===== src/rtl/cina_pkg.sv =====
package cina_pkg;

	// map geometry
	localparam int IRQ_COUNT  = 256;
	localparam int CELL_BITS  = 4;
	localparam int CELL_COUNT = IRQ_COUNT / CELL_BITS;
	localparam int IDX_W      = $clog2(IRQ_COUNT);
	localparam int CNT_W      = IDX_W + 1;
	localparam int GRP_W      = $clog2(CELL_COUNT);
	localparam int SUB_W      = $clog2(CELL_BITS);

	// field widths
	localparam int NUM_W     = 8;
	localparam int LEN_W     = 9;
	localparam int CFG_W     = 8;
	localparam int PADDR_W   = 3;
	localparam int PDATA_W   = 32;
	localparam int S_TDATA_W = 24;

	// register word addresses (paddr[PADDR_W-1:2])
	localparam logic [PADDR_W-3:0] REG_WIRED_COUNT = '0;

	typedef enum logic {
		OP_ALLOC = 1'b0,
		OP_FREE  = 1'b1
	} cina_op_t;

	// broadcast to every cell of the row
	typedef struct packed {
		logic             shift;
		logic             mark;
		logic             value;
		logic [CNT_W-1:0] lo;
		logic [CNT_W-1:0] hi_x;
	} cina_cell_cmd_t;

endpackage


===== src/rtl/cina_cell.sv =====
module cina_cell import cina_pkg::*; (
	input  logic                 clk,
	input  logic                 arst_n,
	input  logic [GRP_W-1:0]     cell_idx,
	input  cina_cell_cmd_t       cmd,
	input  logic [CELL_BITS-1:0] bits_in,
	output logic [CELL_BITS-1:0] bits_out
);

	logic [CELL_BITS-1:0] bits_q;
	logic [CELL_BITS-1:0] marked;

	// range write against this cell's home offsets
	always_comb begin
		logic [CNT_W-1:0] idx;
		marked = bits_q;
		idx    = '0;
		for (int j = 0; j < CELL_BITS; j++) begin
			idx = {1'b0, cell_idx, SUB_W'(j)};
			if (idx >= cmd.lo && idx < cmd.hi_x) begin
				marked[j] = cmd.value;
			end
		end
	end

	always_ff @(posedge clk or negedge arst_n) begin
		if (!arst_n) begin
			bits_q <= '0;
		end else if (cmd.shift) begin
			bits_q <= bits_in;
		end else if (cmd.mark) begin
			bits_q <= marked;
		end
	end

	assign bits_out = bits_q;

endmodule


===== src/rtl/cina_scan.sv =====
module cina_scan import cina_pkg::*; (
	input  logic                 clk,
	input  logic                 arst_n,
	input  logic                 clear,
	input  logic                 step,
	input  logic [GRP_W-1:0]     grp,
	input  logic [CELL_BITS-1:0] bits,
	input  logic [CNT_W-1:0]     len,
	input  logic [CNT_W-1:0]     lim,
	output logic                 found,
	output logic [IDX_W-1:0]     start
);

	logic [CNT_W-1:0] run_q, run_d;
	logic             found_q, found_d;
	logic [IDX_W-1:0] start_q, start_d;

	// free-run count over the group at the head; offsets at or past lim are blocked
	always_comb begin
		logic [CNT_W-1:0] k;
		run_d   = run_q;
		found_d = found_q;
		start_d = start_q;
		k       = '0;
		for (int j = 0; j < CELL_BITS; j++) begin
			k = {1'b0, grp, SUB_W'(j)};
			if (!bits[j] && k < lim) begin
				run_d = CNT_W'(run_d + 1'b1);
			end else begin
				run_d = '0;
			end
			if (!found_d && run_d == len) begin
				found_d = 1'b1;
				start_d = IDX_W'(k + 1'b1 - len);
			end
		end
	end

	always_ff @(posedge clk or negedge arst_n) begin
		if (!arst_n) begin
			run_q   <= '0;
			found_q <= 1'b0;
			start_q <= '0;
		end else if (clear) begin
			run_q   <= '0;
			found_q <= 1'b0;
			start_q <= '0;
		end else if (step) begin
			run_q   <= run_d;
			found_q <= found_d;
			start_q <= start_d;
		end
	end

	assign found = found_q;
	assign start = start_q;

endmodule


===== src/rtl/contiguous_interrupt_number_allocator.sv =====
// Sequence: a free or a refused allocate goes from the input beat straight to apply;
//   an allocate that scans first rotates the whole used map past the head, then applies.
// One item at a time: a new request is taken only while idle;
//   a result beat still waiting holds apply.
// Reset: arst_n clears the used map, the register and the scan and sequencer state at once.
module contiguous_interrupt_number_allocator import cina_pkg::*; (
	input  logic                 clk,
	input  logic                 arst_n,
	// configuration
	input  logic                 psel,
	input  logic                 penable,
	input  logic                 pwrite,
	input  logic [PADDR_W-1:0]   paddr,
	input  logic [PDATA_W-1:0]   pwdata,
	output logic [PDATA_W-1:0]   prdata,
	output logic                 pready,
	// request stream
	input  logic                 s_axis_tvalid,
	output logic                 s_axis_tready,
	input  logic [S_TDATA_W-1:0] s_axis_tdata,  // run_start[7:0], run_length[16:8], zero pad
	input  logic [1:0]           s_axis_tuser,  // opcode[0], is_msi[1]
	// result stream
	output logic                 m_axis_tvalid,
	input  logic                 m_axis_tready,
	output logic [NUM_W-1:0]     m_axis_tdata,  // first_number[7:0]
	output logic                 m_axis_tuser   // granted[0]
);

	typedef enum logic [1:0] {
		ST_IDLE,
		ST_SCAN,
		ST_APPLY
	} state_t;

	state_t state_q;

	// ---------------------------------------------------------------
	// Configuration register
	// ---------------------------------------------------------------
	logic [CFG_W-1:0] wired_q;
	logic             reg_sel;

	assign pready  = 1'b1;
	assign reg_sel = (paddr[PADDR_W-1:2] == REG_WIRED_COUNT);
	assign prdata  = reg_sel ? PDATA_W'(wired_q) : '0;

	always_ff @(posedge clk or negedge arst_n) begin
		if (!arst_n) begin
			wired_q <= '0;
		end else if (psel && penable && pwrite && pready && reg_sel) begin
			wired_q <= pwdata[CFG_W-1:0];
		end
	end

	// ---------------------------------------------------------------
	// Request decode
	// ---------------------------------------------------------------
	logic             in_beat;
	cina_op_t         in_op;
	logic             in_msi;
	logic [CNT_W-1:0] in_start;
	logic [LEN_W-1:0] in_len;
	logic [CNT_W-1:0] base_w;  // first virtual number
	logic [CNT_W-1:0] lim_w;   // offsets below this may be handed out
	logic [CNT_W-1:0] len_c;   // length clamped to the table size
	logic [CNT_W:0]   alloc_end;
	logic             alloc_ok;
	logic             free_ok;
	logic [CNT_W:0]   free_end;
	logic [CNT_W-1:0] free_end_c;

	assign s_axis_tready = (state_q == ST_IDLE);
	assign in_beat       = s_axis_tvalid && s_axis_tready;
	assign in_op         = cina_op_t'(s_axis_tuser[0]);
	assign in_msi        = s_axis_tuser[1];
	assign in_start      = CNT_W'(s_axis_tdata[NUM_W-1:0]);
	assign in_len        = s_axis_tdata[NUM_W +: LEN_W];

	assign base_w = CNT_W'(wired_q) + 1'b1;
	assign lim_w  = CNT_W'(IRQ_COUNT) - base_w;
	assign len_c  = (CNT_W'(in_len) > CNT_W'(IRQ_COUNT)) ? CNT_W'(IRQ_COUNT) : CNT_W'(in_len);

	assign alloc_end = {1'b0, base_w} + {1'b0, len_c};
	assign alloc_ok  = in_msi && (len_c != '0) && (alloc_end <= (CNT_W+1)'(IRQ_COUNT));

	// free clears [start - base, min(start + len, table end) - base)
	assign free_ok    = (in_start >= base_w);
	assign free_end   = {1'b0, in_start} + {1'b0, len_c};
	assign free_end_c = (free_end > (CNT_W+1)'(IRQ_COUNT)) ? CNT_W'(IRQ_COUNT)
		: free_end[CNT_W-1:0];

	// per-item registers
	cina_op_t         op_q;
	logic [CNT_W-1:0] len_q;
	logic [CNT_W-1:0] free_lo_q;
	logic [CNT_W-1:0] free_hi_q;
	logic             free_ok_q;

	always_ff @(posedge clk) begin
		if (in_beat) begin
			op_q      <= in_op;
			len_q     <= len_c;
			free_lo_q <= in_start - base_w;
			free_hi_q <= free_end_c - base_w;
			free_ok_q <= free_ok;
		end
	end

	// ---------------------------------------------------------------
	// Cell row: the map rotates one cell per scan cycle past the head
	// (cell 0); after CELL_COUNT shifts every group is home again.
	// ---------------------------------------------------------------
	logic [GRP_W-1:0]     grp_q;
	logic                 scan_found;
	logic [IDX_W-1:0]     scan_start;
	logic                 apply_go;
	cina_cell_cmd_t       cmd;
	logic [CELL_BITS-1:0] row_bits [CELL_COUNT];

	logic out_valid_q;

	assign apply_go = (state_q == ST_APPLY) && (!out_valid_q || m_axis_tready);

	always_comb begin
		cmd.shift = (state_q == ST_SCAN);
		cmd.value = (op_q == OP_ALLOC);
		if (op_q == OP_FREE) begin
			cmd.mark = apply_go && free_ok_q;
			cmd.lo   = free_lo_q;
			cmd.hi_x = free_hi_q;
		end else begin
			cmd.mark = apply_go && scan_found;
			cmd.lo   = CNT_W'(scan_start);
			cmd.hi_x = CNT_W'(scan_start) + len_q;
		end
	end

	for (genvar i = 0; i < CELL_COUNT; i++) begin : g_cell
		cina_cell u_cell (
			.clk      (clk),
			.arst_n   (arst_n),
			.cell_idx (GRP_W'(i)),
			.cmd      (cmd),
			.bits_in  (row_bits[(i + 1) % CELL_COUNT]),
			.bits_out (row_bits[i])
		);
	end

	// head: first-fit run search over the group passing cell 0
	cina_scan u_scan (
		.clk    (clk),
		.arst_n (arst_n),
		.clear  (in_beat),
		.step   (state_q == ST_SCAN),
		.grp    (grp_q),
		.bits   (row_bits[0]),
		.len    (len_q),
		.lim    (lim_w),
		.found  (scan_found),
		.start  (scan_start)
	);

	// ---------------------------------------------------------------
	// Sequencer and result register
	// ---------------------------------------------------------------
	logic [CNT_W-1:0] first_w;
	logic             out_granted_q;
	logic [NUM_W-1:0] out_first_q;

	assign first_w = base_w + CNT_W'(scan_start);

	always_ff @(posedge clk or negedge arst_n) begin
		if (!arst_n) begin
			state_q       <= ST_IDLE;
			grp_q         <= '0;
			out_valid_q   <= 1'b0;
			out_granted_q <= 1'b0;
			out_first_q   <= '0;
		end else begin
			// a new result may replace the one leaving on this edge
			if (apply_go) begin
				out_valid_q <= 1'b1;
			end else if (m_axis_tready) begin
				out_valid_q <= 1'b0;
			end
			unique case (state_q)
				ST_IDLE: begin
					grp_q <= '0;
					if (in_beat) begin
						// refused allocates skip the scan; found stays clear
						if (in_op == OP_ALLOC && alloc_ok) begin
							state_q <= ST_SCAN;
						end else begin
							state_q <= ST_APPLY;
						end
					end
				end
				ST_SCAN: begin
					grp_q <= grp_q + 1'b1;
					if (grp_q == GRP_W'(CELL_COUNT - 1)) begin
						state_q <= ST_APPLY;
					end
				end
				ST_APPLY: begin
					if (apply_go) begin
						if (op_q == OP_FREE) begin
							out_granted_q <= 1'b1;
							out_first_q   <= '0;
						end else begin
							out_granted_q <= scan_found;
							out_first_q   <= scan_found ? first_w[NUM_W-1:0] : '0;
						end
						state_q <= ST_IDLE;
					end
				end
				default: begin
					state_q <= ST_IDLE;
				end
			endcase
		end
	end

	assign m_axis_tvalid = out_valid_q;
	assign m_axis_tdata  = out_first_q;
	assign m_axis_tuser  = out_granted_q;

endmodule

===== config.mk =====
export PLATFORM = sky130hd
export DESIGN_NAME = contiguous_interrupt_number_allocator
export DESIGN_NICKNAME = d
export VERILOG_FILES = /design/src/rtl/cina_pkg.sv /design/src/rtl/cina_cell.sv /design/src/rtl/cina_scan.sv /design/src/rtl/contiguous_interrupt_number_allocator.sv
export SDC_FILE = /design/constraint.sdc
export NUM_CORES = 1
export LEC_CHECK = 0
export ABC_AREA = 1
export BUFFER_PORTS_ARGS = -buffer_cell sky130_fd_sc_hd__buf_2
export CORE_UTILIZATION = 45
export CTS_CLUSTER_DIAMETER = 200
export CTS_CLUSTER_SIZE = 12
export DETAILED_ROUTE_END_ITERATION = 8
export PLACE_DENSITY = 0.63
export SLEW_MARGIN = 20
export SYNTH_ARGS = -nofsm -noshare
export SYNTH_HDL_FRONTEND = slang
export SYNTH_SLANG_ARGS = --single-unit

===== constraint.sdc =====
create_clock -name clk -period 6.37 [get_ports clk]
set_input_delay 0.9555 -clock clk [delete_from_list [all_inputs] [get_ports clk]]
set_output_delay 0.9555 -clock clk [all_outputs]
set_load 0.01 [all_outputs]

==> results of run 1 <==
==> state kept, by name, indices dropped and copies added (netlist names), 2 cells and up <==
register,flops
state_q,2
len_q,9
u_scan.run_q,9
wired_q,8
m_axis_tdata,8
free_hi_q,9
u_scan.start,8
free_lo_q,9
grp_q,6
g_cell.u_cell.bits_out,256
==> placed cells by master, fill, tap and decap left out, types with 9 or more instances in the layout <==
cell / netlist / routed
nand2_1: 705 / 703
a22oi_1: 13 / 13
o22ai_1: 15 / 15
buf_2: 2 / 52
or2_2: 11 / 11
nand3_1: 237 / 237
nand3b_1: 15 / 15
inv_2: 8 / 9
edfxtp_1: 29 / 29
a211oi_1: 14 / 14
clkbuf_16: 0 / 31
inv_1: 386 / 384
buf_4: 26 / 176
nor2_1: 341 / 338
o221ai_1: 35 / 35
o31ai_1: 11 / 11
ha_1: 75 / 74
fa_1: 11 / 11
conb_1: 2 / 25
xnor2_1: 13 / 13
dfrtp_1: 300 / 298
clkinv_1: 11 / 10
o2111ai_1: 36 / 36
a21oi_1: 209 / 209
a31oi_1: 25 / 25
nand4_1: 44 / 44
a31o_2: 10 / 10
nand2_2: 11 / 11
o21ai_0: 242 / 242
o21ai_1: 14 / 13
a2111oi_0: 10 / 10
a41oi_1: 12 / 12
o211ai_1: 189 / 189
a21o_1: 20 / 20
nor3_1: 51 / 51
o311ai_0: 20 / 20
nor2_2: 13 / 14
xor2_1: 56 / 56
==> per-stage QoR <==
stage	area, um2	power, mW	hold WS (ps)	setup slack (ps)	utilization
6_report	27300	13.3	324	505	0.506
3_5_place_dp	26500	11.3	466	93.2	0.490
2_1_floorplan	24800	8.42	447	895	-
3_3_place_gp	26500	11.1	459	238	0.490
4_1_cts	27300	13.0	370	15.0	0.505
5_1_grt	27300	14.1	405	44.6	0.506
==> final timing paths <==
kind / from / end / slack [ps] / cells past startpoint
setup / recovery: wired_q[1] / u_scan.start[3] / 510 / 35
hold reg to reg: g_cell[54].u_cell.bits_out[0] / g_cell[54].u_cell.bits_out[0] / 480 / 1
hold / removal: arst_n / g_cell[32].u_cell.bits_out[0] / 320 / 1
setup reg to reg: wired_q[1] / u_scan.start[3] / 510 / 35
max in group asynchronous: arst_n / u_scan.start[3] / 4490 / 2
min in group clk: g_cell[54].u_cell.bits_out[0] / g_cell[54].u_cell.bits_out[0] / 480 / 1
==> power breakdown <==
part	switching (mW)	internal, mW
Sequential	0.499	2.91
Clock	0.827	0.862
Combinational	5.76	2.45
==> per-layer routing <==
layer	wire length, um	vias to the layer above
met2	50200	1499
met3	9590	403
met4	9550	2
met5	8	-
li1	-	12100
met1	43900	12700
==> logic make-up (layout without fill, tap and decap cells) <==
kind of cell             count (synthesis)  after routing
AO/OA/AOI/OAI                          915            915
AND/OR/NAND/NOR                       1458           1458
other                                    2             25
XOR/XNOR                                69             69
flip-flops                             329            329
multiplexers                             5              5
adder cells (fa/ha/maj)                 86             86
buffers and inverters                  599            674
==> repair_timing <==
| item | CTS | global route |
|---|---|---|
| setup buffers | 0 | 2 |
| endpoints found under the hold margin | 0 | 0 |
| setup endpoints to repair | 0 | 8 |
| resized for setup | 0 | 9 |
==> critical path, delay by kind of cell, from the launching register on <==
family,cells,cell delay (ps)
adder cells (fa/ha/maj),5,1410
XOR/XNOR,2,340
AO/OA/AOI/OAI,1,50
buffers and inverters,5,460
AND/OR/NAND/NOR,22,3010
flip-flops,1,440
==> cell type report <==
class	instances	area (um2)	share of cell area
repair buffers	232	1660	0.0606
inverters	405	1530	0.0561
clock buffers	36	795	0.0291
multi-input cells	2558	14100	0.515
flip-flops and latches	329	8380	0.307
clock inverters	1	8.76	0.000321
well taps	696	871	0.0319
==> results.md, run 1 <==
- Worst EP required: around 7000 ps
- Fill cell count: 5,423
- Area share of the largest cell type after synthesis: 0.304
- Yosys reg bits: between 300 and 400
- RSZ-0062 raised after global routing: false
- GR met2 Demand/Resource: 0.633
- H-Tree Level Count: 1
- Netlist cell types: 67
- Worst Setup End Kind: register
- P_leak: roughly 12 nW
- DIE WIDTH: 236 um
- Ant diodes: 0
- Most frequent cells after synthesis: 705 x nand2_1, 386 x inv_1, 341 x nor2_1, 300 x dfrtp_1, 242 x o21ai_0
- Non-Filler Instances: about 4,300
- Post-Synth Adder-Cell Area: 0.0469
- Met1 Use GR: 0.495
- PwrDens: between 400 and 500 mW/mm2
- Die Span Y: between 200 and 250 um
- Hold crit path type: input port to async pin
- FP Rows: 85
- Largest family of logic cells by synthesized area: simple AND/OR/NAND/NOR gates
- Final min period: ~5900 ps
- Slowest-stage cell, CP: dfrtp_2
- Syn Area/Cell: 7.13 um2
- Clk buf depth: 3
- Vias in the first global route: ~26,000
- Core area: between 0.05 and 0.06 mm2
- Period utilisation layout: 0.921
- Worst-Margin Slew: 1160 ps
- ANT nets after route: 0
- Fin. Hold Viols: 0
- Synth Area in Compound Gates: 0.237
- Top cells by area, synth: dfrtp_1 30%, nand2_1 11%, inv_1 5.9%, o211ai_1 5.7%, nor2_1 5.2%
- TritonCTS clock tree: yes
- Max-slew violations: 0
- Num CTS Buffers: 31
- CTS Root Cell: clkbuf_16
- Crit-path max cell delay: 440 ps
- Mux cell area share after synthesis: 0.00228
- Vias per cell: 6.27
- Skew-Pair Late Insertion Delay: ~620 ps
- Most numerous cell in the Yosys netlist: nand2_1
- Worst Path Arrival: ~6300 ps
- Post-synthesis async set-or-reset flop share: 0.912
- Worst vdd ir: 0.423 mV
- Fin nets: between 3,000 and 4,000
- Simple-gate share of the synthesized area: 0.253
- Routing usage on met3: 0.0700
- Startpoint Class: register
- Via count: 26,700
- RD Place Congestion: ~1.1
- Worst path most repeated cell: nand2_1
- Iteration-0 DRC Markers: between 3,000 and 4,000
- Clock sink count: between 300 and 400
- Rel. slew slack: 0.216
- Status: finished, final reports clean
- Largest net degree at the start of global routing: between 100 and 150
- Crit Path Category: register to register
- Xor and xnor fraction of the mapped netlist area: 0.0245
- Area leader, netlist: dfrtp_1
- Ys flop type: dfrtp_1
- Synthesis warning total: 0
- First-pass GRT wire length: 166 mm
- Post-DP HPWL: between 80 and 90 mm
- Fmax: ~170 MHz
- Share of cells above drive strength 1: 0.0997
- Residual DRC count: 0
- Initial antenna violation count: 3
- DR pass1 iterations: 7
- Area grow syn2layout: 10.7%
- Register clock-pin slew on the reported worst setup and hold paths: 80 ps
- Boundary Pins: ~110
- Post-Syn Area: roughly 0.025 mm2
- Post-synth EDFFs: 29
- Sequential share of the synthesized area: 0.339
- Drt wl/cell: ~27 um
- Final wirelength: approximately 110 mm
- Top Usage Layer GRT: met2
- Worst Skew: around 30 ps
- Grt ovf: 0
- Worst Path Max Fanout: 12
- Post-route setup TNS: 0 ps
- Placed cell count: between 4,000 and 5,000
- Final setup viols: 0
- Port buffer count: 53
- Cells after Synth: 3,463
- All-Layer GR Usage: 0.399
- Die area: about 0.056 mm2
- Max cap viols: 0
- Initial Util: 0.457
- Hold Buf Count CTS: 0
Note: power is estimated with default switching activity, not from simulation.
==> inputs of run 2 (changes only) <==
Settings changed: CELL_PAD_IN_SITES_DETAIL_PLACEMENT set to 1, CELL_PAD_IN_SITES_GLOBAL_PLACEMENT set to 2, CORE_UTILIZATION 45 to 37, GPL_TIMING_DRIVEN set to 0, PLACE_DENSITY 0.63 to 0.84.
==> results.md, run 2 (synthesis results as in run 1) <==
- Largest net degree at the start of global routing: 97 (-27%)
- Crit Path Category: register to register
- WHS: 237 ps (-87.2 ps)
- Status: finished, violations left
- Hold Buf Count CTS: 0 (unchanged)
- Max-slew violations: 0 (unchanged)
- Startpoint Class: register
- Drt wl/cell: 33.0 um (+24%)
- TritonCTS clock tree: yes
- Initial Util: 0.375 (-0.0821)
- Boundary Pins: 112 (unchanged)
- DR pass1 iterations: 6 (-1)
- Utilization after layout: 0.415 (-0.0908)
- Worst Setup End Kind: register
- Rel. slew slack: 0.110 (-0.106)
- CTS Root Cell: clkbuf_16
- Vias in the first global route: 28,700 (+12%)
- Initial antenna violation count: 14 (+11)
- PwrDens: 535 mW/mm2 (+9.9%)
- Final min period: 6730 ps (+862 ps)
- Non-Filler Instances: 4,467 (+4.9%)
- Fin nets: 3,741 (+0.81%)
- Vias per cell: 6.38 (+1.8%)
- Area grow syn2layout: 10.7% (about the same)
- Clock sink count: 329 (unchanged)
- Num CTS Buffers: 31 (unchanged)
- Post-route setup TNS: -1680 ps (-1680 ps)
- Clk buf depth: 3 (unchanged)
- Fin. Hold Viols: 0 (unchanged)
- Period utilisation layout: 1.06 (+0.135)
- Worst Skew: 22.0 ps (-8.10 ps)
- First-pass GRT wire length: 207 mm (+25%)
- All-Layer GR Usage: 0.430 (+0.0307)
- Share of cells above drive strength 1: 0.0741 (-0.0256)
- Skew-Pair Late Insertion Delay: 630 ps (about the same)
- Most frequent cells in the layout: 702 x nand2_1, 384 x inv_1, 323 x nor2_1
- Residual DRC count: 0 (unchanged)
- Worst vdd ir: 0.225 mV (-47%)
- Worst EP required: 6850 ps (about the same)
- ANT nets after route: 0 (unchanged)
- Final setup viols: 10 (+10)
- Placed cell count: 4,411 (+4.6%)
- Port buffer count: 51 (-3.8%)
- Worst Path Arrival: 7210 ps (+870 ps)
- Failing checks: negative setup slack
- Max cap viols: 0 (unchanged)
- Die Span Y: 260 um (+10%)
- H-Tree Level Count: 1 (unchanged)
- Fmax: 149 MHz (-13%)
- Worst Path Max Fanout: 10 (-2)
- DIE WIDTH: 260 um (+10%)
- Most common cell after layout, fill and taps aside: nand2_1
- FP Rows: 94 (+11%)
- RSZ-0062 raised after global routing: false
- Via count: 28,500 (+6.8%)
- Iteration-0 DRC Markers: 3,185 (-7.8%)
- Die area: 0.0678 mm2 (+21%)
- Register clock-pin slew on the reported worst setup and hold paths: 60 ps (-20 ps)
- Hold crit path type: input port to async pin
- P_leak: 11.6 nW (-3.0%)
- Final wirelength: 148 mm (+30%)
- Flip-flop count of the largest register after layout: 256 (unchanged)
- Final worst setup slack: -356 ps (-862 ps)
- Post-DP HPWL: 112 mm (+31%)
- RD Place Congestion: 1.13 (+5.0%)
- Core area: 0.0659 mm2 (+22%)
- Worst-Margin Slew: 1340 ps (+171 ps)
- Grt ovf: 0 (unchanged)
==> run 2: path summary, 6_finish.rpt <==
kind | from | end | slack (ps) | depth (start not counted)
min in group clk | g_cell[18].u_cell.bits_out[1] | g_cell[18].u_cell.bits_out[1] | 480 | 1
setup / recovery | op_q | g_cell[4].u_cell.bits_out[0] | -360 | 13
hold / removal | arst_n | g_cell[30].u_cell.bits_out[0] | 240 | 1
hold reg to reg | g_cell[18].u_cell.bits_out[1] | g_cell[18].u_cell.bits_out[1] | 480 | 1
setup reg to reg | op_q | g_cell[4].u_cell.bits_out[0] | -360 | 13
max in group asynchronous | arst_n | wired_q[0] | 4860 | 3
==> run 2: timing repair <==
action                                  in CTS  in global routing
setup buffers                                1                  6
gates resized for setup                      5                 19
endpoints found under the setup margin       8                 27
pin swaps                                    1                  3
gates cloned                                 0                  0
endpoints found under the hold margin        0                  0
==> run 2: final cells by class <==
cell class	count	area, um2
buffer	194	886
fill	8386	38500
antenna	11	27.5
inverter	405	1520
clock buffer	37	798
sequential	329	8380
clock inverter	1	8.76
tap	864	1080
multi-input combinational	2558	14100
timing repair buffer	68	492
==> run 2: metal layers <==
| metal | up-vias | routed length, um | track usage |
|---|---|---|---|
| met5 | - | 36 | 0 |
| met4 | 4 | 12100 | 0.301 |
| met3 | 567 | 13700 | 0.104 |
| met2 | 1537 | 66100 | 0.679 |
| met1 | 14300 | 55700 | 0.513 |
| li1 | 12100 | - | - |
==> run 2: worst max-delay path, stage by stage (launching register included) <==
cell and delay [ps]:
edfxtp_1 470, clkbuf_1 270, o21ai_1 990, inv_1 600, nor2_1 720, inv_1 380
nor2_1 710, inv_1 480, nor2_1 850, inv_1 340, o21ai_0 250, o211ai_1 230
nand3_1 190, o211ai_1 90
==> run 2: where the power goes <==
part / switching [mW] / internal [mW]
clock network: 0.868 / 0.864
registers: 0.532 / 2.91
logic: 7.08 / 2.37
total: 8.49 / 6.14
==> run 2: stage by stage <==
stage               cell area [um2]  worst slack [ps]  total power, mW
CTS                           27200              22.2             14.2
detailed placement            26400              -414             12.4
global route                  27300              2.30             15.2
global placement              26100             -1320             12.0
floorplan                     24800               895             8.42
finish                        27300              -356             14.6
